<file path="src/rtl/core/gregorian_date_arithmetic_defines.svh">
// assertion macros for the gregorian date arithmetic block
// used by the top level, which supplies clk and arst_n in scope
`ifndef GREGORIAN_DATE_ARITHMETIC_DEFINES_SVH
`define GREGORIAN_DATE_ARITHMETIC_DEFINES_SVH

// condition that must hold at every clock edge out of reset
`define GDA_CHECK(lbl, expr) \
	lbl: assert property (@(posedge clk) disable iff (!arst_n) (expr)) \
		else $error("gda check failed");

// condition that must hold whenever the antecedent holds
`define GDA_IMPLY(lbl, ante, cons) \
	lbl: assert property (@(posedge clk) disable iff (!arst_n) (ante) |-> (cons)) \
		else $error("gda implication failed");

`endif

</file>
<file path="src/rtl/core/gda_pkg.sv">
// shared types, constants and calendar helpers for the date arithmetic block
// no dependencies; imported by every module of the block
`timescale 1ns / 1ps
`default_nettype none
package gda_pkg;

	// action codes
	localparam logic [2:0] ACT_CHECK  = 3'd0;
	localparam logic [2:0] ACT_DAYS   = 3'd1;
	localparam logic [2:0] ACT_MONTHS = 3'd2;
	localparam logic [2:0] ACT_YEARS  = 3'd3;
	localparam logic [2:0] ACT_CMP    = 3'd4;

	// order codes
	localparam logic [1:0] ORD_EQUAL = 2'b00;
	localparam logic [1:0] ORD_LATER = 2'b01;
	localparam logic [1:0] ORD_EARLY = 2'b11;

	// port widths
	localparam int unsigned IN_DATA_W  = 72;
	localparam int unsigned OUT_DATA_W = 40;

	// calendar limits, day numbers counted from 0000-03-01
	localparam logic [13:0] MAX_YEAR  = 14'd9999;
	localparam logic [3:0]  MONTHS    = 4'd12;
	localparam logic [21:0] SERIAL_LO = 22'd306;
	localparam logic [21:0] SERIAL_HI = 22'd3652364;
	localparam logic [21:0] DAYS_ERA  = 22'd146097;
	localparam logic [17:0] DAYS_CENT = 18'd36524;
	localparam logic [17:0] ERA_LAST  = 18'd146096;

	// rounded-up reciprocals, exact over the operand ranges used
	localparam logic [25:0] RCP_100  = 26'(((64'd1 << 32) + 64'd99) / 64'd100);
	localparam logic [28:0] RCP_12   = 29'(((64'd1 << 32) + 64'd11) / 64'd12);
	localparam logic [26:0] RCP_ERA  = 27'(((64'd1 << 44) + 64'd146096) / 64'd146097);
	localparam logic [29:0] RCP_1460 = 30'(((64'd1 << 40) + 64'd1459) / 64'd1460);
	localparam logic [31:0] RCP_365  = 32'(((64'd1 << 40) + 64'd364) / 64'd365);
	localparam logic [13:0] RCP_7    = 14'(((64'd1 << 16) + 64'd6) / 64'd7);

	typedef struct packed {
		logic [2:0]  action;
		logic [13:0] year;
		logic [3:0]  month;
		logic [4:0]  day;
		logic [22:0] amount;
		logic [13:0] cmp_year;
		logic [3:0]  cmp_month;
		logic [4:0]  cmp_day;
	} in_t;

	typedef struct packed {
		logic [13:0] year;
		logic [3:0]  month;
		logic [4:0]  day;
	} date_t;

	// item state between front end, day conversion and back end
	typedef struct packed {
		logic [2:0]  action;
		logic        valid;
		logic [1:0]  order;
		date_t       date;
		logic [21:0] z;
	} item_t;

	typedef struct packed {
		logic [13:0] year;
		logic [3:0]  month;
		logic [4:0]  day;
		logic [2:0]  weekday;
		logic        leap;
		logic [4:0]  mlen;
		logic        valid;
		logic [1:0]  order;
	} res_t;

	function automatic logic [13:0] clamp_year(input logic [13:0] v);
		if (v == 14'd0)
			return 14'd1;
		if (v > MAX_YEAR)
			return MAX_YEAR;
		return v;
	endfunction

	function automatic logic [3:0] clamp_month(input logic [3:0] v);
		if (v == 4'd0)
			return 4'd1;
		if (v > MONTHS)
			return MONTHS;
		return v;
	endfunction

	// v / 100 for v up to 9999
	function automatic logic [6:0] div100(input logic [13:0] v);
		logic [39:0] p;
		p = 40'(v) * 40'(RCP_100);
		return p[38:32];
	endfunction

	// leap test from the year and its hundreds quotient
	function automatic logic leap_of(input logic [13:0] v, input logic [6:0] q);
		logic [13:0] r;
		r = v - ({7'd0, q} * 14'd100);
		return (r == 14'd0) ? (q[1:0] == 2'd0) : (v[1:0] == 2'd0);
	endfunction

	function automatic logic [4:0] mdays(input logic [3:0] m, input logic leap);
		case (m)
			4'd2:    return leap ? 5'd29 : 5'd28;
			4'd4:    return 5'd30;
			4'd6:    return 5'd30;
			4'd9:    return 5'd30;
			4'd11:   return 5'd30;
			default: return 5'd31;
		endcase
	endfunction

	// first day of a month in the march-based year
	function automatic logic [8:0] mstart(input logic [3:0] m);
		case (m)
			4'd3:    return 9'd0;
			4'd4:    return 9'd31;
			4'd5:    return 9'd61;
			4'd6:    return 9'd92;
			4'd7:    return 9'd122;
			4'd8:    return 9'd153;
			4'd9:    return 9'd184;
			4'd10:   return 9'd214;
			4'd11:   return 9'd245;
			4'd12:   return 9'd275;
			4'd1:    return 9'd306;
			default: return 9'd337;
		endcase
	endfunction

	// zeller month term, january and february as months 13 and 14
	function automatic logic [5:0] zterm(input logic [3:0] m);
		case (m)
			4'd1:    return 6'd36;
			4'd2:    return 6'd39;
			4'd3:    return 6'd10;
			4'd4:    return 6'd13;
			4'd5:    return 6'd15;
			4'd6:    return 6'd18;
			4'd7:    return 6'd20;
			4'd8:    return 6'd23;
			4'd9:    return 6'd26;
			4'd10:   return 6'd28;
			4'd11:   return 6'd31;
			default: return 6'd33;
		endcase
	endfunction

endpackage
`default_nettype wire

</file>
<file path="src/rtl/core/gda_days.sv">
// day number to calendar date conversion, seven register stages
// carries the front-end item alongside; depends on gda_pkg
`timescale 1ns / 1ps
`default_nettype none
module gda_days (
	input  logic           clk,
	input  logic           arst_n,
	input  logic           en,
	input  logic           item_in_valid,
	input  gda_pkg::item_t item_in,
	output logic           item_valid,
	output gda_pkg::item_t item,
	output gda_pkg::date_t conv
);
	import gda_pkg::*;

	typedef struct packed {
		item_t       it;
		logic [4:0]  era;
		logic [17:0] doe;
		logic [6:0]  q1460;
		logic [2:0]  q36;
		logic        isend;
		logic [17:0] n;
		logic [8:0]  yoe;
		logic [8:0]  doy;
		date_t       dt;
	} dwork_t;

	dwork_t n4, n5, n6, n7, n8, n9, n10;
	dwork_t w_s4, w_s5, w_s6, w_s7, w_s8, w_s9, w_s10;
	logic   v_s4, v_s5, v_s6, v_s7, v_s8, v_s9, v_s10;

	logic [48:0] prod_era;
	logic [21:0] era_days;
	logic [47:0] prod_1460;
	logic [49:0] prod_365;
	logic [1:0]  c100;
	logic [17:0] doy_full;
	logic [3:0]  mon, sel_m;
	logic [8:0]  sel_s;

	// stage 4: 400-year era index
	always_comb begin
		n4 = '0;
		n4.it = item_in;
		prod_era = 49'(item_in.z) * 49'(RCP_ERA);
		n4.era = prod_era[48:44];
	end

	// stage 5: day of era
	always_comb begin
		n5 = w_s4;
		era_days = {17'd0, w_s4.era} * DAYS_ERA;
		n5.doe = 18'(w_s4.it.z - era_days);
	end

	// stage 6: four-year and century corrections
	always_comb begin
		n6 = w_s5;
		prod_1460 = 48'(w_s5.doe) * 48'(RCP_1460);
		n6.q1460 = prod_1460[46:40];
		n6.q36 = 3'(w_s5.doe >= DAYS_CENT) + 3'(w_s5.doe >= 18'(DAYS_CENT * 2)) +
			3'(w_s5.doe >= 18'(DAYS_CENT * 3)) + 3'(w_s5.doe >= ERA_LAST);
		n6.isend = (w_s5.doe == ERA_LAST);
	end

	// stage 7: day count with leap days removed
	always_comb begin
		n7 = w_s6;
		n7.n = w_s6.doe - 18'(w_s6.q1460) + 18'(w_s6.q36) - 18'(w_s6.isend);
	end

	// stage 8: year of era
	always_comb begin
		n8 = w_s7;
		prod_365 = 50'(w_s7.n) * 50'(RCP_365);
		n8.yoe = prod_365[48:40];
	end

	// stage 9: day of the march-based year
	always_comb begin
		n9 = w_s8;
		c100 = (w_s8.yoe >= 9'd300) ? 2'd3 : ((w_s8.yoe >= 9'd200) ? 2'd2 :
			((w_s8.yoe >= 9'd100) ? 2'd1 : 2'd0));
		doy_full = w_s8.doe - (18'(w_s8.yoe) * 18'd365 + 18'(w_s8.yoe >> 2) - 18'(c100));
		n9.doy = doy_full[8:0];
	end

	// stage 10: month by threshold search, then day and year
	always_comb begin
		n10 = w_s9;
		sel_m = 4'd3;
		sel_s = 9'd0;
		for (int i = 0; i < 12; i++) begin
			mon = (i < 10) ? 4'(i + 3) : 4'(i - 9);
			if (w_s9.doy >= mstart(mon)) begin
				sel_m = mon;
				sel_s = mstart(mon);
			end
		end
		n10.dt.month = sel_m;
		n10.dt.day = 5'(w_s9.doy - sel_s + 9'd1);
		n10.dt.year = 14'(w_s9.yoe) + ({9'd0, w_s9.era} * 14'd400) +
			((sel_m <= 4'd2) ? 14'd1 : 14'd0);
	end

	// valid bits
	always_ff @(posedge clk or negedge arst_n) begin
		if (!arst_n) begin
			v_s4 <= 1'b0;
			v_s5 <= 1'b0;
			v_s6 <= 1'b0;
			v_s7 <= 1'b0;
			v_s8 <= 1'b0;
			v_s9 <= 1'b0;
			v_s10 <= 1'b0;
		end else if (en) begin
			v_s4 <= item_in_valid;
			v_s5 <= v_s4;
			v_s6 <= v_s5;
			v_s7 <= v_s6;
			v_s8 <= v_s7;
			v_s9 <= v_s8;
			v_s10 <= v_s9;
		end
	end

	// payload registers
	always_ff @(posedge clk) begin
		if (en) begin
			w_s4 <= n4;
			w_s5 <= n5;
			w_s6 <= n6;
			w_s7 <= n7;
			w_s8 <= n8;
			w_s9 <= n9;
			w_s10 <= n10;
		end
	end

	assign item_valid = v_s10;
	assign item = w_s10.it;
	assign conv = w_s10.dt;

endmodule
`default_nettype wire

</file>
<file path="config.mk">
export PLATFORM = sky130hd
export DESIGN_NAME = gda_days
export DESIGN_NICKNAME = d
export VERILOG_FILES = /design/src/rtl/core/gregorian_date_arithmetic_defines.svh /design/src/rtl/core/gda_pkg.sv /design/src/rtl/core/gda_days.sv
export SDC_FILE = /design/constraint.sdc
export NUM_CORES = 2
export LEC_CHECK = 0
export ABC_CLOCK_PERIOD_IN_PS = 8800
export BUFFER_PORTS_ARGS = -buffer_cell sky130_fd_sc_hd__buf_4
export CORE_ASPECT_RATIO = 0.5
export CORE_MARGIN = 2
export CORE_UTILIZATION = 65
export DETAILED_ROUTE_END_ITERATION = 6
export GPL_TIMING_DRIVEN = 0
export PLACE_DENSITY = 0.83
export SLEW_MARGIN = 10
export SYNTH_ARGS = -nofsm -noshare
export SYNTH_HDL_FRONTEND = slang
export SYNTH_SLANG_ARGS = --single-unit
</file>
<file path="constraint.sdc">
create_clock -name clk -period 8.8 [get_ports clk]
set_input_delay 0 -clock clk [delete_from_list [all_inputs] [get_ports clk]]
set_output_delay 0 -clock clk [all_outputs]
set_load 0.1 [all_outputs]
</file>
# After elaboration in Yosys (flattened, before gate mapping)
# Index checks and enable logic that the tools add are counted.
[word_totals]
reg_bits = 527
input_bits = 55
output_inout_bits = 75
word_cells = 142
[classes]
add_sub_neg = 14
mul = 6
order_cmp = 19
n_eq_ne = 1
n_mux = 26
[op_table]
columns = ["cell", "count"]
rows = [
  ["5-bit two-way mux", 11],
  ["18-bit by 32-bit multiplier with 49-bit output, second input constant", 1],
  ["18-bit by 30-bit multiplier with 47-bit output, second input constant", 1],
  ["22-bit by 24-bit multiplier with 46-bit output, second input constant", 1],
  ["9-bit by 8-bit greater-or-equal comparator with 1-bit output, second input constant", 5],
  ["4-bit two-way mux", 10],
  ["18-bit by 17-bit greater-or-equal comparator with 1-bit output, second input constant", 2],
  ["9-bit greater-or-equal comparator, second input constant", 4],
  ["9-bit by 7-bit greater-or-equal comparator with 1-bit output, second input constant", 3],
  ["18-bit by 3-bit adder with 18-bit output", 1],
  ["18-bit == test, second input constant", 1],
  ["18-bit by 16-bit greater-or-equal comparator with 1-bit output, second input constant", 1],
  ["18-bit greater-or-equal comparator, second input constant", 1],
  ["5-bit by 18-bit multiplier with 18-bit output, second input constant", 1],
  ["18-bit by 1-bit subtractor with 18-bit output", 1],
  ["18-bit subtractor", 1],
  ["18-bit by 7-bit subtractor with 18-bit output", 1],
  ["14-bit by 1-bit adder with 14-bit output", 1],
  ["9-bit by 14-bit adder with 14-bit output", 1],
  ["5-bit by 5-bit multiplier with 10-bit output, second input constant", 1],
  ["9-bit by 7-bit adder with 9-bit output", 1],
  ["9-bit by 5-bit greater-or-equal comparator with 1-bit output, second input constant", 1],
  ["9-bit by 6-bit greater-or-equal comparator with 1-bit output, second input constant", 1],
  ["9-bit by 9-bit multiplier with 9-bit output, second input constant", 1],
  ["11 further kinds", 13],
]

# Logic depth before layout (Yosys ltp)
[depth]
depth_word = 15
depth_mapped = 25
depth_no_buf = 25

# Worst setup path after synthesis
# OpenSTA, ideal clock, no wires.
[synth_path]
path_type = "flip-flop to flip-flop"
from = "register w_s7 (netlist bit n8[47])"
to = "register w_s8 (netlist bit n9[38]) (data pin)"
setup_ns = 0.259
arrival_time_ns = 5.871
required_ns = 8.541
setup_slack_ns = 2.670
path_stages_with_launch = 19
path_buffers = 0
synth_period_minus_slack_ns = 6.130
path_cell_list = "edfxtp_1 > fa_1 > fa_1 > fa_1 > inv_1 > fa_1 > inv_1 > fa_1 > fa_1 > ha_1 > a22o_1 > or4b_1 > nor4b_4 > a41o_1 > a21oi_2 > o311ai_4 > o311ai_4 > a21oi_2 > o31a_1"
[synth_rtl]
columns = ["item", "line_no", "rtl"]
rows = [
  ["start, declared", "gda_days.sv:31", "dwork_t w_s4, w_s5, w_s6, w_s7, w_s8, w_s9, w_s10;"],
  ["start signal, assigned", "gda_days.sv:135", "w_s7 <= n7;"],
  ["end signal, assigned", "gda_days.sv:136", "w_s8 <= n8;"],
  ["end, declared", "gda_days.sv:31", ""],
]

==> results.toml <==
[outcome]
status = "complete, no violations"

[synthesis]
synth-edff-count = 520
yosys_register_bits = 527
ys_warn_count = 0
yosys-top-cells-area = "edfxtp_1 34%, fa_1 28%, ha_1 21%, inv_1 8.9%, xnor2_1 1.5%"
syn_avg_cell_area_um2 = 12.8
ys_seq_area_share_pct = 34.0
ys_async_sr_fraction_pct = 1.33
synth_top_area_cell = "edfxtp_1"
synth.net_count = 5107
syn_inst = 3638
synth.cell_area_mm2 = 0.0464
yosysUniqueCellTypes = 63
synth_ff_type = "edfxtp_1"
yosysTopAreaCellShare_pct = 33.7

[drt]
drc_errors = 0
drt_iter0_drc = 1737
drt-total-wl_mm = 98.6
vias = 26300
first_pass_iters = 6
via_per_inst = 5.42
wire_per_inst_um = 20.3
ant_nets = 0

[final_layout]
nets = 5343
area_growth_pct = 9.23
drive_above_1_share_pct = 5.84
n_antenna_cell = 0

[die]
die_y_um = 193
start_util_pct = 65.5
num_rows = 69
dieArea_mm2 = 0.0737
die_x_um = 382
io_pins = 130
fp.coreArea_mm2 = 0.0708

[global_route]
antenna_found_initial = 1
grt_pass1_vias = 29300
grt_pass1_wl_mm = 159
track_usage_pct = 28.4
grt_overflow_total = 0
grt_max_degree = 126

[clock_network]
cts_buffers = 46
cts.sink_count = 527
insertion_delay_ps = 600
root_buffer = "clkbuf_16"
path_clk_slew_ps = 70
clock_path_buffers = 3
cts_tree = "done"
htreeDepth = 2

[placed_design]
place_hpwl_mm = 78.6
gp_congestion = 0.960
port_buffers = 129

[sta]
fmax_mhz = 137
setup_viol = 0
tightest_slew_ps = 914
hold_ws_ps = 131
fin_crit_ps = 7320
relSlewSlack_pct = 38.7
setup_tns_ps = 0
rsz0062_at_grt = "false"
finClkSkew_ps = 27.2
slew_violations = 0
fin_crit_sh_pct = 83.2
hold_viol_final = 0

[critical_path]
r2r_start = "n6[82]"
critPathBufInv = 7
reg2reg_depth = 23
worstSetupPathType = "flop to flop"
critPathArrivalTime_ps = 7660
cpMostUsedCell = "inv_1"
crit_chain = "inv_1, ha_1, inv_1, fa_1, inv_1, fa_1, inv_1, fa_1, inv_1, fa_1, inv_1, fa_1, inv_1, ha_1, nand2_1, nor2_1, o31ai_1, nand4_1, o211ai_1, o21ai_1, nand4_1, o221ai_1, xnor2_1"
critical_path_cell_count = 23
end_kind = "flop"
worstPathMaxFanout = 9
cp_data_required_time_ps = 9140
reg2reg_slack_ps = 1480
crit_family = "adder cells"
r2r_end = "n7[69]"
critPathMaxStageDelay_ps = 790
start_kind = "flop"
critical_path.startpoint = "n6[82]"
cp-endpoint = "n7[69]"
cpMaxStageDelayCell = "edfxtp_1"

[min_path]
hp-start = "item_in[29]"
hp-class = "primary input to flop"

[run]
drv_cap = 0
[registers in the layout (all words and copies together) (netlist names), 23 cells and up]
register,flops
n10,74
conv,23
n9,74
n8,83
item,51
n7,85
n5,56
n6,74
[worst min-delay path by stage]
stage            endpoint  slack, ps  cells past startpoint
3_3_place_gp   item_valid       -190                      1
5_1_grt           n5[122]        110                      2
2_1_floorplan  item_valid       -300                      0
4_1_cts           n5[115]        110                      2
3_5_place_dp         v_s9       -180                      1
6_report          n5[122]        130                      2
[final cells by class]
type | count | area, um2
plain buffers | 7 | 26.3
inverters | 1105 | 4150
fillers | 4705 | 20100
multi-input cells | 1999 | 26400
clock inverters | 24 | 260
clock buffers | 55 | 1180
repair buffers | 188 | 1640
flip-flops and latches | 527 | 15800
well taps | 958 | 1200
[cells in the mapped netlist (7+ instances only)]
cell / n
inv_1: 1105
ha_1: 764
fa_1: 650
edfxtp_1: 520
a21oi_1: 83
xnor2_1: 80
nand2_1: 51
o21ai_0: 47
nor2_1: 39
xor2_1: 28
a21o_1: 19
nand3_1: 19
nand4_1: 15
or2_2: 15
o21a_1: 14
nor3_1: 13
nor2b_1: 12
a211oi_1: 11
nand2b_1: 10
o21bai_1: 10
and3_1: 8
or3_1: 8
a21boi_0: 7
clkbuf_1: 7
dfrtp_1: 7
mux2_2: 7
o31ai_1: 7
[metrics by stage]
step,util [%],std cells,instance area (um2),worst slack (ps)
global route,71.6,4863,50700,1040
global placement,68.6,4725,48600,1640
detailed placement,68.8,4729,48700,1540
finish,71.6,4863,50700,1480
floorplan,-,3638,46400,2670
CTS,71.6,4863,50700,1520
[cell usage in the layout (no fill, tap or decap), types with 5 or more instances in the layout]
| master | instances |
|---|---|
| a211o_1 | 5 |
| a211oi_1 | 11 |
| a21boi_0 | 7 |
| a21o_1 | 19 |
| a21oi_1 | 83 |
| a31oi_1 | 6 |
| and3_1 | 8 |
| and4_1 | 5 |
| buf_4 | 128 |
| clkbuf_1 | 16 |
| clkbuf_16 | 46 |
| clkinv_1 | 7 |
| dfrtp_1 | 7 |
| dlygate4sd3_1 | 55 |
| edfxtp_1 | 520 |
| fa_1 | 650 |
| ha_1 | 764 |
| inv_1 | 1105 |
| mux2_2 | 7 |
| nand2_1 | 51 |
| nand2b_1 | 10 |
| nand3_1 | 19 |
| nand4_1 | 15 |
| nor2_1 | 39 |
| nor2b_1 | 12 |
| nor3_1 | 13 |
| nor4_1 | 5 |
| o211ai_1 | 6 |
| o21a_1 | 14 |
| o21ai_0 | 47 |
| o21bai_1 | 10 |
| o31ai_1 | 7 |
| or2_2 | 15 |
| or3_1 | 8 |
| xnor2_1 | 80 |
| xor2_1 | 28 |
[per-layer routing]
metal / track usage (%) / vias up / wire (um) / part of all wire [%]
met4: 7.87 / 0 / 2890 / 2.9
li1: - / 12100 / - / -
met1: 36.6 / 13300 / 39800 / 40
met3: 3.40 / 194 / 4670 / 4.7
met5: 0 / - / 0 / 0
met2: 51.3 / 726 / 51200 / 52
[logic make-up after synthesis]
group / share of synthesized area (%)
adder cells (fa/ha/maj): 48.6
multiplexers: 0.194
flip-flops: 34.0
XOR/XNOR: 2.04
AO/OA/AOI/OAI: 3.72
AND/OR/NAND/NOR: 2.37
buffers and inverters: 9.00
[repair_timing]
| action | 4_1_cts | 5_1_grt |
|---|---|---|
| endpoints found under the hold margin | 135 | 0 |
| buffers inserted | 0 | 0 |
| hold buffers | 55 | 0 |
| resized for setup | 0 | 0 |
Power is not shown: default switching activity piles up to over one toggle a cycle in this logic, so the estimate is an artifact.
