File: config.mk
export PLATFORM = sky130hd
export DESIGN_NAME = gda_front
export DESIGN_NICKNAME = d
export VERILOG_FILES = /design/src/rtl/core/gregorian_date_arithmetic_defines.svh /design/src/rtl/core/gda_pkg.sv /design/src/rtl/core/gda_front.sv
export SDC_FILE = /design/constraint.sdc
export NUM_CORES = 2
export LEC_CHECK = 0
export BUFFER_PORTS_ARGS = -buffer_cell sky130_fd_sc_hd__buf_4
export CAP_MARGIN = 5
export CORE_MARGIN = 2
export CORE_UTILIZATION = 40
export CTS_CLUSTER_DIAMETER = 50
export DETAILED_ROUTE_END_ITERATION = 16
export SETUP_SLACK_MARGIN = 0.4
export SLEW_MARGIN = 20
export SYNTH_ARGS = -nofsm -noshare
export SYNTH_HDL_FRONTEND = slang
export SYNTH_SLANG_ARGS = --single-unit
File: constraint.sdc
create_clock -name clk -period 5.4 [get_ports clk]
set_input_delay 0.27 -clock clk [delete_from_list [all_inputs] [get_ports clk]]
set_output_delay 0.27 -clock clk [all_outputs]
set_load 0.05 [all_outputs]
File: src/rtl/core/gregorian_date_arithmetic_defines.svh
// assertion macros for the gregorian date arithmetic block
// used by the top level, which supplies clk and arst_n in scope
`ifndef GREGORIAN_DATE_ARITHMETIC_DEFINES_SVH
`define GREGORIAN_DATE_ARITHMETIC_DEFINES_SVH

// condition that must hold at every clock edge out of reset
`define GDA_CHECK(lbl, expr) \
	lbl: assert property (@(posedge clk) disable iff (!arst_n) (expr)) \
		else $error("gda check failed");

// condition that must hold whenever the antecedent holds
`define GDA_IMPLY(lbl, ante, cons) \
	lbl: assert property (@(posedge clk) disable iff (!arst_n) (ante) |-> (cons)) \
		else $error("gda implication failed");

`endif

File: src/rtl/core/gda_pkg.sv
// shared types, constants and calendar helpers for the date arithmetic block
// no dependencies; imported by every module of the block
`timescale 1ns / 1ps
`default_nettype none
package gda_pkg;

	// action codes
	localparam logic [2:0] ACT_CHECK  = 3'd0;
	localparam logic [2:0] ACT_DAYS   = 3'd1;
	localparam logic [2:0] ACT_MONTHS = 3'd2;
	localparam logic [2:0] ACT_YEARS  = 3'd3;
	localparam logic [2:0] ACT_CMP    = 3'd4;

	// order codes
	localparam logic [1:0] ORD_EQUAL = 2'b00;
	localparam logic [1:0] ORD_LATER = 2'b01;
	localparam logic [1:0] ORD_EARLY = 2'b11;

	// port widths
	localparam int unsigned IN_DATA_W  = 72;
	localparam int unsigned OUT_DATA_W = 40;

	// calendar limits, day numbers counted from 0000-03-01
	localparam logic [13:0] MAX_YEAR  = 14'd9999;
	localparam logic [3:0]  MONTHS    = 4'd12;
	localparam logic [21:0] SERIAL_LO = 22'd306;
	localparam logic [21:0] SERIAL_HI = 22'd3652364;
	localparam logic [21:0] DAYS_ERA  = 22'd146097;
	localparam logic [17:0] DAYS_CENT = 18'd36524;
	localparam logic [17:0] ERA_LAST  = 18'd146096;

	// rounded-up reciprocals, exact over the operand ranges used
	localparam logic [25:0] RCP_100  = 26'(((64'd1 << 32) + 64'd99) / 64'd100);
	localparam logic [28:0] RCP_12   = 29'(((64'd1 << 32) + 64'd11) / 64'd12);
	localparam logic [26:0] RCP_ERA  = 27'(((64'd1 << 44) + 64'd146096) / 64'd146097);
	localparam logic [29:0] RCP_1460 = 30'(((64'd1 << 40) + 64'd1459) / 64'd1460);
	localparam logic [31:0] RCP_365  = 32'(((64'd1 << 40) + 64'd364) / 64'd365);
	localparam logic [13:0] RCP_7    = 14'(((64'd1 << 16) + 64'd6) / 64'd7);

	typedef struct packed {
		logic [2:0]  action;
		logic [13:0] year;
		logic [3:0]  month;
		logic [4:0]  day;
		logic [22:0] amount;
		logic [13:0] cmp_year;
		logic [3:0]  cmp_month;
		logic [4:0]  cmp_day;
	} in_t;

	typedef struct packed {
		logic [13:0] year;
		logic [3:0]  month;
		logic [4:0]  day;
	} date_t;

	// item state between front end, day conversion and back end
	typedef struct packed {
		logic [2:0]  action;
		logic        valid;
		logic [1:0]  order;
		date_t       date;
		logic [21:0] z;
	} item_t;

	typedef struct packed {
		logic [13:0] year;
		logic [3:0]  month;
		logic [4:0]  day;
		logic [2:0]  weekday;
		logic        leap;
		logic [4:0]  mlen;
		logic        valid;
		logic [1:0]  order;
	} res_t;

	function automatic logic [13:0] clamp_year(input logic [13:0] v);
		if (v == 14'd0)
			return 14'd1;
		if (v > MAX_YEAR)
			return MAX_YEAR;
		return v;
	endfunction

	function automatic logic [3:0] clamp_month(input logic [3:0] v);
		if (v == 4'd0)
			return 4'd1;
		if (v > MONTHS)
			return MONTHS;
		return v;
	endfunction

	// v / 100 for v up to 9999
	function automatic logic [6:0] div100(input logic [13:0] v);
		logic [39:0] p;
		p = 40'(v) * 40'(RCP_100);
		return p[38:32];
	endfunction

	// leap test from the year and its hundreds quotient
	function automatic logic leap_of(input logic [13:0] v, input logic [6:0] q);
		logic [13:0] r;
		r = v - ({7'd0, q} * 14'd100);
		return (r == 14'd0) ? (q[1:0] == 2'd0) : (v[1:0] == 2'd0);
	endfunction

	function automatic logic [4:0] mdays(input logic [3:0] m, input logic leap);
		case (m)
			4'd2:    return leap ? 5'd29 : 5'd28;
			4'd4:    return 5'd30;
			4'd6:    return 5'd30;
			4'd9:    return 5'd30;
			4'd11:   return 5'd30;
			default: return 5'd31;
		endcase
	endfunction

	// first day of a month in the march-based year
	function automatic logic [8:0] mstart(input logic [3:0] m);
		case (m)
			4'd3:    return 9'd0;
			4'd4:    return 9'd31;
			4'd5:    return 9'd61;
			4'd6:    return 9'd92;
			4'd7:    return 9'd122;
			4'd8:    return 9'd153;
			4'd9:    return 9'd184;
			4'd10:   return 9'd214;
			4'd11:   return 9'd245;
			4'd12:   return 9'd275;
			4'd1:    return 9'd306;
			default: return 9'd337;
		endcase
	endfunction

	// zeller month term, january and february as months 13 and 14
	function automatic logic [5:0] zterm(input logic [3:0] m);
		case (m)
			4'd1:    return 6'd36;
			4'd2:    return 6'd39;
			4'd3:    return 6'd10;
			4'd4:    return 6'd13;
			4'd5:    return 6'd15;
			4'd6:    return 6'd18;
			4'd7:    return 6'd20;
			4'd8:    return 6'd23;
			4'd9:    return 6'd26;
			4'd10:   return 6'd28;
			4'd11:   return 6'd31;
			default: return 6'd33;
		endcase
	endfunction

endpackage
`default_nettype wire

File: src/rtl/core/gda_front.sv
// front end: clamps the dates, checks validity, applies month and year steps,
// forms the clamped day number for day steps and orders compares; depends on gda_pkg
`timescale 1ns / 1ps
`default_nettype none
module gda_front (
	input  logic          clk,
	input  logic          arst_n,
	input  logic          en,
	input  logic          in_valid,
	input  gda_pkg::in_t  in_word,
	output logic          item_valid,
	output gda_pkg::item_t item
);
	import gda_pkg::*;

	typedef struct packed {
		logic [2:0]  action;
		logic [22:0] amt;
		logic [4:0]  id;
		logic [4:0]  cd;
		logic        yrange;
		logic        mrange;
		logic [13:0] y;
		logic [3:0]  m;
		logic [4:0]  d;
		logic [13:0] cy;
		logic [3:0]  cm;
		logic [4:0]  cdc;
		logic [13:0] yy;
		logic [6:0]  qy;
		logic [6:0]  qcy;
		logic [6:0]  qyy;
		logic        neg;
		logic [22:0] mag;
		logic [18:0] qmag;
		logic [3:0]  rmag;
		logic [23:0] ny;
		logic [13:0] nyc;
		logic [6:0]  qny;
		logic        leapny;
		logic        valid;
		logic [21:0] spart;
	} fwork_t;

	fwork_t n1, n2, w_s1, w_s2;
	item_t  n3, item_s3;
	logic   v_s1, v_s2, v_s3;

	logic [51:0] prod_m;
	logic        lp, clp;
	logic [4:0]  ml, cml;
	logic [22:0] mag_rem;
	logic [21:0] serial;
	logic [24:0] zs;
	logic [21:0] ny2;
	logic [5:0]  nm;

	// stage 1: clamp fields, hundreds quotients, month split, year sum
	always_comb begin
		n1 = '0;
		n1.action = in_word.action;
		n1.amt = in_word.amount;
		n1.id = in_word.day;
		n1.cd = in_word.cmp_day;
		n1.yrange = (in_word.year != 14'd0) && (in_word.year <= MAX_YEAR);
		n1.mrange = (in_word.month != 4'd0) && (in_word.month <= MONTHS);
		n1.y = clamp_year(in_word.year);
		n1.m = clamp_month(in_word.month);
		n1.cy = clamp_year(in_word.cmp_year);
		n1.cm = clamp_month(in_word.cmp_month);
		n1.yy = n1.y - ((n1.m <= 4'd2) ? 14'd1 : 14'd0);
		n1.qy = div100(n1.y);
		n1.qcy = div100(n1.cy);
		n1.qyy = div100(n1.yy);
		n1.neg = in_word.amount[22];
		n1.mag = n1.neg ? (~in_word.amount + 23'd1) : in_word.amount;
		prod_m = 52'(n1.mag) * 52'(RCP_12);
		n1.qmag = prod_m[50:32];
		n1.ny = $signed({10'd0, n1.y}) + $signed({in_word.amount[22], in_word.amount});
		if ($signed(n1.ny) < 24'sd1)
			n1.nyc = 14'd1;
		else if ($signed(n1.ny) > 24'sd9999)
			n1.nyc = MAX_YEAR;
		else
			n1.nyc = n1.ny[13:0];
		n1.qny = div100(n1.nyc);
	end

	// stage 2: leap years, day clamp, validity, month remainder, day number
	always_comb begin
		n2 = w_s1;
		lp = leap_of(w_s1.y, w_s1.qy);
		ml = mdays(w_s1.m, lp);
		n2.d = (w_s1.id == 5'd0) ? 5'd1 : ((w_s1.id > ml) ? ml : w_s1.id);
		n2.valid = w_s1.yrange && w_s1.mrange && (w_s1.id != 5'd0) && (w_s1.id <= ml);
		clp = leap_of(w_s1.cy, w_s1.qcy);
		cml = mdays(w_s1.cm, clp);
		n2.cdc = (w_s1.cd == 5'd0) ? 5'd1 : ((w_s1.cd > cml) ? cml : w_s1.cd);
		mag_rem = w_s1.mag - ({4'd0, w_s1.qmag} * 23'd12);
		n2.rmag = mag_rem[3:0];
		n2.leapny = ($signed(w_s1.ny) >= 24'sd1) && ($signed(w_s1.ny) <= 24'sd9999) &&
			leap_of(w_s1.nyc, w_s1.qny);
		n2.spart = ({8'd0, w_s1.yy} * 22'd365) + 22'(w_s1.yy >> 2) - 22'(w_s1.qyy) +
			22'(w_s1.qyy >> 2) + 22'(mstart(w_s1.m)) - 22'd1;
	end

	// stage 3: saturated day number and the results of the other actions
	always_comb begin
		n3 = '0;
		n3.action = w_s2.action;
		n3.valid = w_s2.valid;
		serial = w_s2.spart + 22'(w_s2.d);
		zs = $signed({3'd0, serial}) + $signed({{2{w_s2.amt[22]}}, w_s2.amt});
		if ($signed(zs) < $signed({3'd0, SERIAL_LO}))
			n3.z = SERIAL_LO;
		else if ($signed(zs) > $signed({3'd0, SERIAL_HI}))
			n3.z = SERIAL_HI;
		else
			n3.z = zs[21:0];

		// month step with borrow and carry into the year
		if (w_s2.neg) begin
			ny2 = {8'd0, w_s2.y} - {3'd0, w_s2.qmag};
			nm = {2'd0, w_s2.m} - {2'd0, w_s2.rmag};
		end else begin
			ny2 = {8'd0, w_s2.y} + {3'd0, w_s2.qmag};
			nm = {2'd0, w_s2.m} + {2'd0, w_s2.rmag};
		end
		if ($signed(nm) <= 6'sd0) begin
			ny2 = ny2 - 22'd1;
			nm = nm + 6'd12;
		end else if ($signed(nm) > 6'sd12) begin
			ny2 = ny2 + 22'd1;
			nm = nm - 6'd12;
		end

		n3.date = '{year: w_s2.y, month: w_s2.m, day: w_s2.d};
		case (w_s2.action)
			ACT_MONTHS: begin
				if ($signed(ny2) < 22'sd1)
					n3.date = '{year: 14'd1, month: 4'd1, day: 5'd1};
				else if ($signed(ny2) > 22'sd9999)
					n3.date = '{year: MAX_YEAR, month: MONTHS, day: 5'd31};
				else
					n3.date = '{year: ny2[13:0], month: nm[3:0], day: w_s2.d};
			end
			ACT_YEARS: begin
				// feb 29 moves to mar 1 when the new year is not leap
				if (w_s2.m == 4'd2 && w_s2.d == 5'd29 && !w_s2.leapny)
					n3.date = '{year: w_s2.nyc, month: 4'd3, day: 5'd1};
				else
					n3.date = '{year: w_s2.nyc, month: w_s2.m, day: w_s2.d};
			end
			default: begin
				n3.date = '{year: w_s2.y, month: w_s2.m, day: w_s2.d};
			end
		endcase

		// clamped dates order the same way as their fields
		if (w_s2.action == ACT_CMP) begin
			if ({w_s2.y, w_s2.m, w_s2.d} > {w_s2.cy, w_s2.cm, w_s2.cdc})
				n3.order = ORD_LATER;
			else if ({w_s2.y, w_s2.m, w_s2.d} < {w_s2.cy, w_s2.cm, w_s2.cdc})
				n3.order = ORD_EARLY;
			else
				n3.order = ORD_EQUAL;
		end else begin
			n3.order = ORD_EQUAL;
		end
	end

	// valid bits
	always_ff @(posedge clk or negedge arst_n) begin
		if (!arst_n) begin
			v_s1 <= 1'b0;
			v_s2 <= 1'b0;
			v_s3 <= 1'b0;
		end else if (en) begin
			v_s1 <= in_valid;
			v_s2 <= v_s1;
			v_s3 <= v_s2;
		end
	end

	// payload registers
	always_ff @(posedge clk) begin
		if (en) begin
			w_s1 <= n1;
			w_s2 <= n2;
			item_s3 <= n3;
		end
	end

	assign item_valid = v_s3;
	assign item = item_s3;

endmodule
`default_nettype wire

=== Word-level counts from Yosys, hierarchy flattened ===
Memory sizes are Yosys's and may differ from the RTL's. A register that Yosys moved wholly into a read port is not among the register bits.
Cells that the tools add are included.

* Flip-flop bits (word level): 366
* Memory bits (read-only): 144
* Bits of input ports: 76
* Logic and storage cells: 206
* Memories: 1

{| class="wikitable"
|+ Memory list
! name !! depth !! bits a word !! read ports !! clocked after Yosys merged registers in !! write ports !! RTL line !! RTL
|-
| (name not given) || 16 || 9 || 1 || 1 || 0 || gda_pkg.sv:120 || <nowiki>case (m)</nowiki>
|}

* Add/subtract/negate cells: 22
* $mul: 10
* $lt $le $gt $ge: 22
* Equal/unequal tests: 15
* Muxes and demuxes: 55
* Bitwise logic cells: 2
* Reduce and logical (&&, ||, !) cells: 32

{| class="wikitable"
|+ Operators by type and width
! kind !! number
|-
| multiplier 14 x 26 -> 39 bit (second input constant) || 4
|-
| two-way mux 14 bit || 10
|-
| two-way mux 22 bit || 4
|-
| zero test 14 bit || 5
|-
| two-way mux 23 bit || 3
|-
| multiplier 23 x 28 -> 50 bit (second input constant) || 1
|-
| one-hot mux 23 bit (2 select lines) || 1
|-
| adder 22 x 5 -> 22 bit || 2
|-
| two-way mux 4 bit || 11
|-
| subtractor 22 x 1 -> 22 bit (second input constant) || 2
|-
| subtractor 14 bit || 3
|-
| multiplier 7 x 5 -> 12 bit (second input constant) || 3
|-
| > comparator 14 bit (second input constant) || 2
|-
| adder 15 x 23 -> 24 bit || 1
|-
| adder 23 x 23 -> 24 bit || 1
|-
| >= comparator 24 x 2 -> 1 bit (second input constant) || 1
|-
| > comparator 24 x 15 -> 1 bit (second input constant) || 1
|-
| > comparator 24 x 23 -> 1 bit (second input constant) || 1
|-
| less-or-equal comparator 24 x 15 -> 1 bit (second input constant) || 1
|-
| less-than comparator 24 x 10 -> 1 bit (second input constant) || 1
|-
| less-than comparator 24 x 2 -> 1 bit (second input constant) || 1
|-
| adder 23 x 1 -> 23 bit (second input constant) || 1
|-
| > comparator 23 bit || 1
|-
| less-than comparator 23 bit || 1
|-
| other kinds (48) || 96
|}

=== Longest topological paths before layout ===
* Word-level depth: 10
* Gate-level depth with buffers: 44

=== Worst setup path before layout ===
OpenSTA, ideal clock, no wires.

* Path kind: input -> register
* Start: input in_word[68] in the netlist's numbering
* End: register w_s1, in the netlist n2[30] (data pin)
* Arrival time: 10.177 ns
* Required time: 5.140 ns
* Slack: -5.037 ns
* Cell stages on the path: 40
* Cells stage by stage: clkbuf_1 > nor4_1 > and4_1 > a211oi_1 > inv_1 > ha_1 > inv_1 > fa_1 > nor2b_1 > o31ai_1 > a211oi_1 > a311o_1 > and2_1 > o311ai_0 > nand4_1 > o21ai_1 > nand2b_1 > nor2_1 > (+4 left out) > fa_1 > fa_1 > fa_1 > fa_1 > ha_1 > nand3_1 > or3b_2 > o211ai_1 > a21oi_1 > o21bai_1 > a31oi_1 > nand3_1 > a211oi_1 > nor3b_1 > o21a_1 > o21a_1 > nor2_1 > xnor2_1

{| class="wikitable"
|+ RTL lines
! what !! RTL line !! RTL
|-
| start: declaration || gda_front.sv:10 || <nowiki>input gda_pkg::in_t in_word,</nowiki>
|-
| end signal: assignment || gda_front.sv:188 || <nowiki>w_s1 <= n1;</nowiki>
|-
| end: declaration || gda_front.sv:45 || <nowiki>fwork_t n1, n2, w_s1, w_s2;</nowiki>
|}

==> implementation parameters <==
Parameter                              Value

Floorplanning
  Boundary pin count ... 128
  X dimension of the die ... 368 microns
  Area of the die ... 136000 sq um
  Floorplan Core Area ... 131000 sq um
  Die height ... 368 microns
  Cell row count ... 133
  Initial Util ... 0.403

Yosys
  Simple logic cell fraction of the synthesized area ... 0.0753
  Syn. warnings ... 0
  Dominant combinational cell family by area after synthesis ... adder cells
  Mean area per synthesized cell ... 10.6 sq um
  Gate count after technology mapping ... 4994
  Post-synthesis adder-cell area fraction ... 0.503
  Async SR Flop Fraction ... 0.00809
  Sequential-to-total area share from yosys stat ... 0.208
  Yosys cell types ... 93
  Mapped cell area ... 53000 sq um
  Top flip-flop cell by instance count after synthesis ... edfxtp_1
  Count of flip-flops with a built-in enable after synthesis ... 359
  Compound-Gate Fraction of Synth Area ... 0.0895
  Mux share of post-synthesis cell area ... 0.00436
  Post-Synthesis Net Count ... 6810
  Post-synthesis register bit count ... 371
  Share of the synthesized netlist area taken by xor and xnor gates ... 0.0370

Placement
  Hpwl dp ... 123000 microns
  Weighted congestion reported at the end of routability-driven placement ... 0.933
  Total placed cells including tap cells ... 7620
  Post-detailed-placement cell area ... 62800 sq um
  # port buffers ... 127

Outcome
  Outcome ... complete, but fails checks
  Failing checks ... negative setup slack

Routing
  Total wire length ... 142000 microns
  Via count ... 39.1k
  Routed len/inst ... 18.1 microns
  DRC violation total after the first TritonRoute iteration ... 2047
  Number of vias per cell after detailed routing ... 4.98
  DRC errors left ... 0
  Antenna Nets Post-Route ... 0
  Number of detailed-routing iterations run before antenna repair ... 5

Cells and area
  Multi-input gate area ... 40200 sq um
  Nets ... 7867
  Post-route cell area ... 67800 sq um
  Highest-count cells in the layout ignoring fill and taps ... inv_1 (1064), ha_1 (1030), buf_4 (965)
  Sequential cell area ... 11000 sq um
  Final cell count without fillers ... 7851
  Fill cell total of the finished layout ... 11.7k
  Most frequent standard cell in the layout excluding fill and tap cells ... inv_1
  Area growth from synthesis to final layout ... 27.8%
  Share of layout cells above drive strength 1 ... 0.259

Worst setup path
  CP dominant cell by count ... inv_2
  Worst Setup End Kind ... flip-flop
  Kind of start point of the critical path ... input port
  Worst path arrival time ... 9.13 ns
  CP max FO ... 5
  Category of the most critical setup path ... input port to flip-flop
  Cell with the largest stage delay on the worst path ... fa_1
  Cell count of the worst reg-to-reg path ... 21
  Data required time at the worst endpoint ... 5.77 ns
  Delay of the slowest cell on the worst path ... 0.57 ns

Clocking
  Worst-Skew Late Latency ... 0.64 ns
  Register clock-pin slew on the reported worst setup and hold paths ... 0.06 ns
  Clock sink total ... 371
  Number of buffers inserted during clock tree synthesis ... 52
  Depth of the CTS H-tree ... 2
  Max clock buf depth ... 3
  Clock tree from TritonCTS ... built
  CTS Root Cell ... clkbuf_16

Timing
  Final Hold Fails ... 0
  Final worst path period share ... 1.62
  Max transition margin ... 0.234
  Setup repair after global routing missed its margin ... true
  Count of final max-slew check failures ... 0
  Max Freq ... 114 MHz
  Pin slew with the least headroom to its limit ... 1.15 ns
  Clk_skew ... 0.0401 ns
  Final worst path period need ... 8.76 ns
  Setup violators final ... 46
  Worst setup margin ... -3.36 ns

Global routing
  Initial antenna violation count ... 8
  Maximum number of pins on one net before global-route repair ... 197
  Wire length of the first global-routing pass ... 224000 microns
  Total grt overflow ... 0
  Overall fraction of global-route tracks in use ... 0.212
  Via count of the first global-routing pass ... 40.8k

Run
  Total of max-cap violations ... 0

Hold path
  Hold Path Cell Cnt ... 2
  Path category of the worst min-delay check ... input port to flip-flop
[worst max-delay path, delay by kind of cell]
| family | cells | cell delay, ns |
|---|---|---|
| AO/OA/AOI/OAI | 15 | 2.97 |
| XOR/XNOR | 1 | 0.06 |
| adder cells (fa/ha/maj) | 9 | 3.42 |
| buffers and inverters | 11 | 0.94 |
| AND/OR/NAND/NOR | 10 | 1.45 |
[logic make-up (layout without fill, tap and decap cells)]
| logic type | Yosys count | after routing |
|---|---|---|
| adder cells (fa/ha/maj) | 1740 | 1740 |
| buffers and inverters | 1167 | 2267 |
| AND/OR/NAND/NOR | 768 | 768 |
| AO/OA/AOI/OAI | 702 | 702 |
| flip-flops | 371 | 371 |
| XOR/XNOR | 224 | 224 |
| multiplexers | 22 | 22 |
| other | 0 | 2 |
[metal layers]
metal,GRT usage,up-vias,share of wire
met1,0.304,19100,0.46
li1,-,19000,-
met5,0,-,0
met2,0.344,830,0.46
met4,0.0397,0,0.020
met3,0.0265,145,0.056
[sequential cells by signal (all words and copies together), names as in the netlist, named ones only]
signal,count
w_s2,128
item_valid,1
v_s2,1
n3,4
v_s1,1
item,51
n2,176
[final timing paths]
kind / endpoint / slack (ns) / startpoint
max: n2[30] / -3.36 / in_word[64]
min: n2[221] / 0.07 / in_word[35]
max reg2reg: w_s2[21] / -0.31 / n2[142]
min reg2reg: w_s2[230] / 0.41 / n2[230]
max in group asynchronous: v_s1 / 4.74 / arst_n
min in group asynchronous: item_valid / 0.52 / arst_n
[layout make-up]
| cell class | count | share of cell area |
|---|---|---|
| clock buffers | 60 | 0.0201 |
| repair buffers | 1058 | 0.123 |
| flip-flops and latches | 371 | 0.163 |
| diodes | 2 | 0.0000738 |
| multi-input cells | 3456 | 0.593 |
| well taps | 1755 | 0.0324 |
| inverters | 1112 | 0.0622 |
| clock inverters | 37 | 0.00685 |
[cell usage after synthesis (all sizes together), types with 9 or more instances]
library cell	number	area [sq um]
clkbuf	46	173
ha	1088	13600
o211ai	16	125
a31o	12	105
a2111oi	13	135
nand4b	10	87.6
a211o	16	140
mux2i	13	130
o31ai	25	198
nor4	43	284
nand4	35	225
and2	22	138
a22oi	9	67.6
xor2	58	508
a21boi	13	101
fa	652	13100
a211oi	29	223
dfxtp	9	180
edfxtp	359	10800
nand2	137	514
nor3	69	362
nand3	71	355
nand2b	32	200
o22ai	20	125
and3	28	175
nor2	186	698
o21bai	22	165
mux2	9	101
buf	9	56.3
or4	11	82.6
a21oi	176	881
o21a	48	360
a21o	87	653
nor2b	43	277
or3	26	163
or2	20	125
o21ai	117	586
xnor2	166	1450
a31oi	15	93.8
inv	1112	4170
[repair_timing]
item | in CTS | in global routing
buffers inserted | 25 | 82
gates resized for setup | 166 | 280
pin swaps | 112 | 245
hold buffers | 24 | 0
endpoints found under the hold margin | 25 | 0
cloned | 0 | 1
setup endpoints to repair | 101 | 108
[metrics by stage]
step	utilization	hold slack, ns	setup slack, ns	TNS (ns)
finish	0.516	0.0660	-3.36	-95.36
global route	0.516	0.0245	-3.71	-106.60
CTS	0.500	0.00996	-3.35	-94.93
detailed placement	0.477	0.0630	-4.26	-134.58
global placement	0.477	0.0611	-4.22	-133.17
floorplan	-	-0.0256	-3.59	-97.94
Power is left out: the tool's default activity adds up to more than one toggle a clock period on the data nets, which glitch-free logic cannot reach.
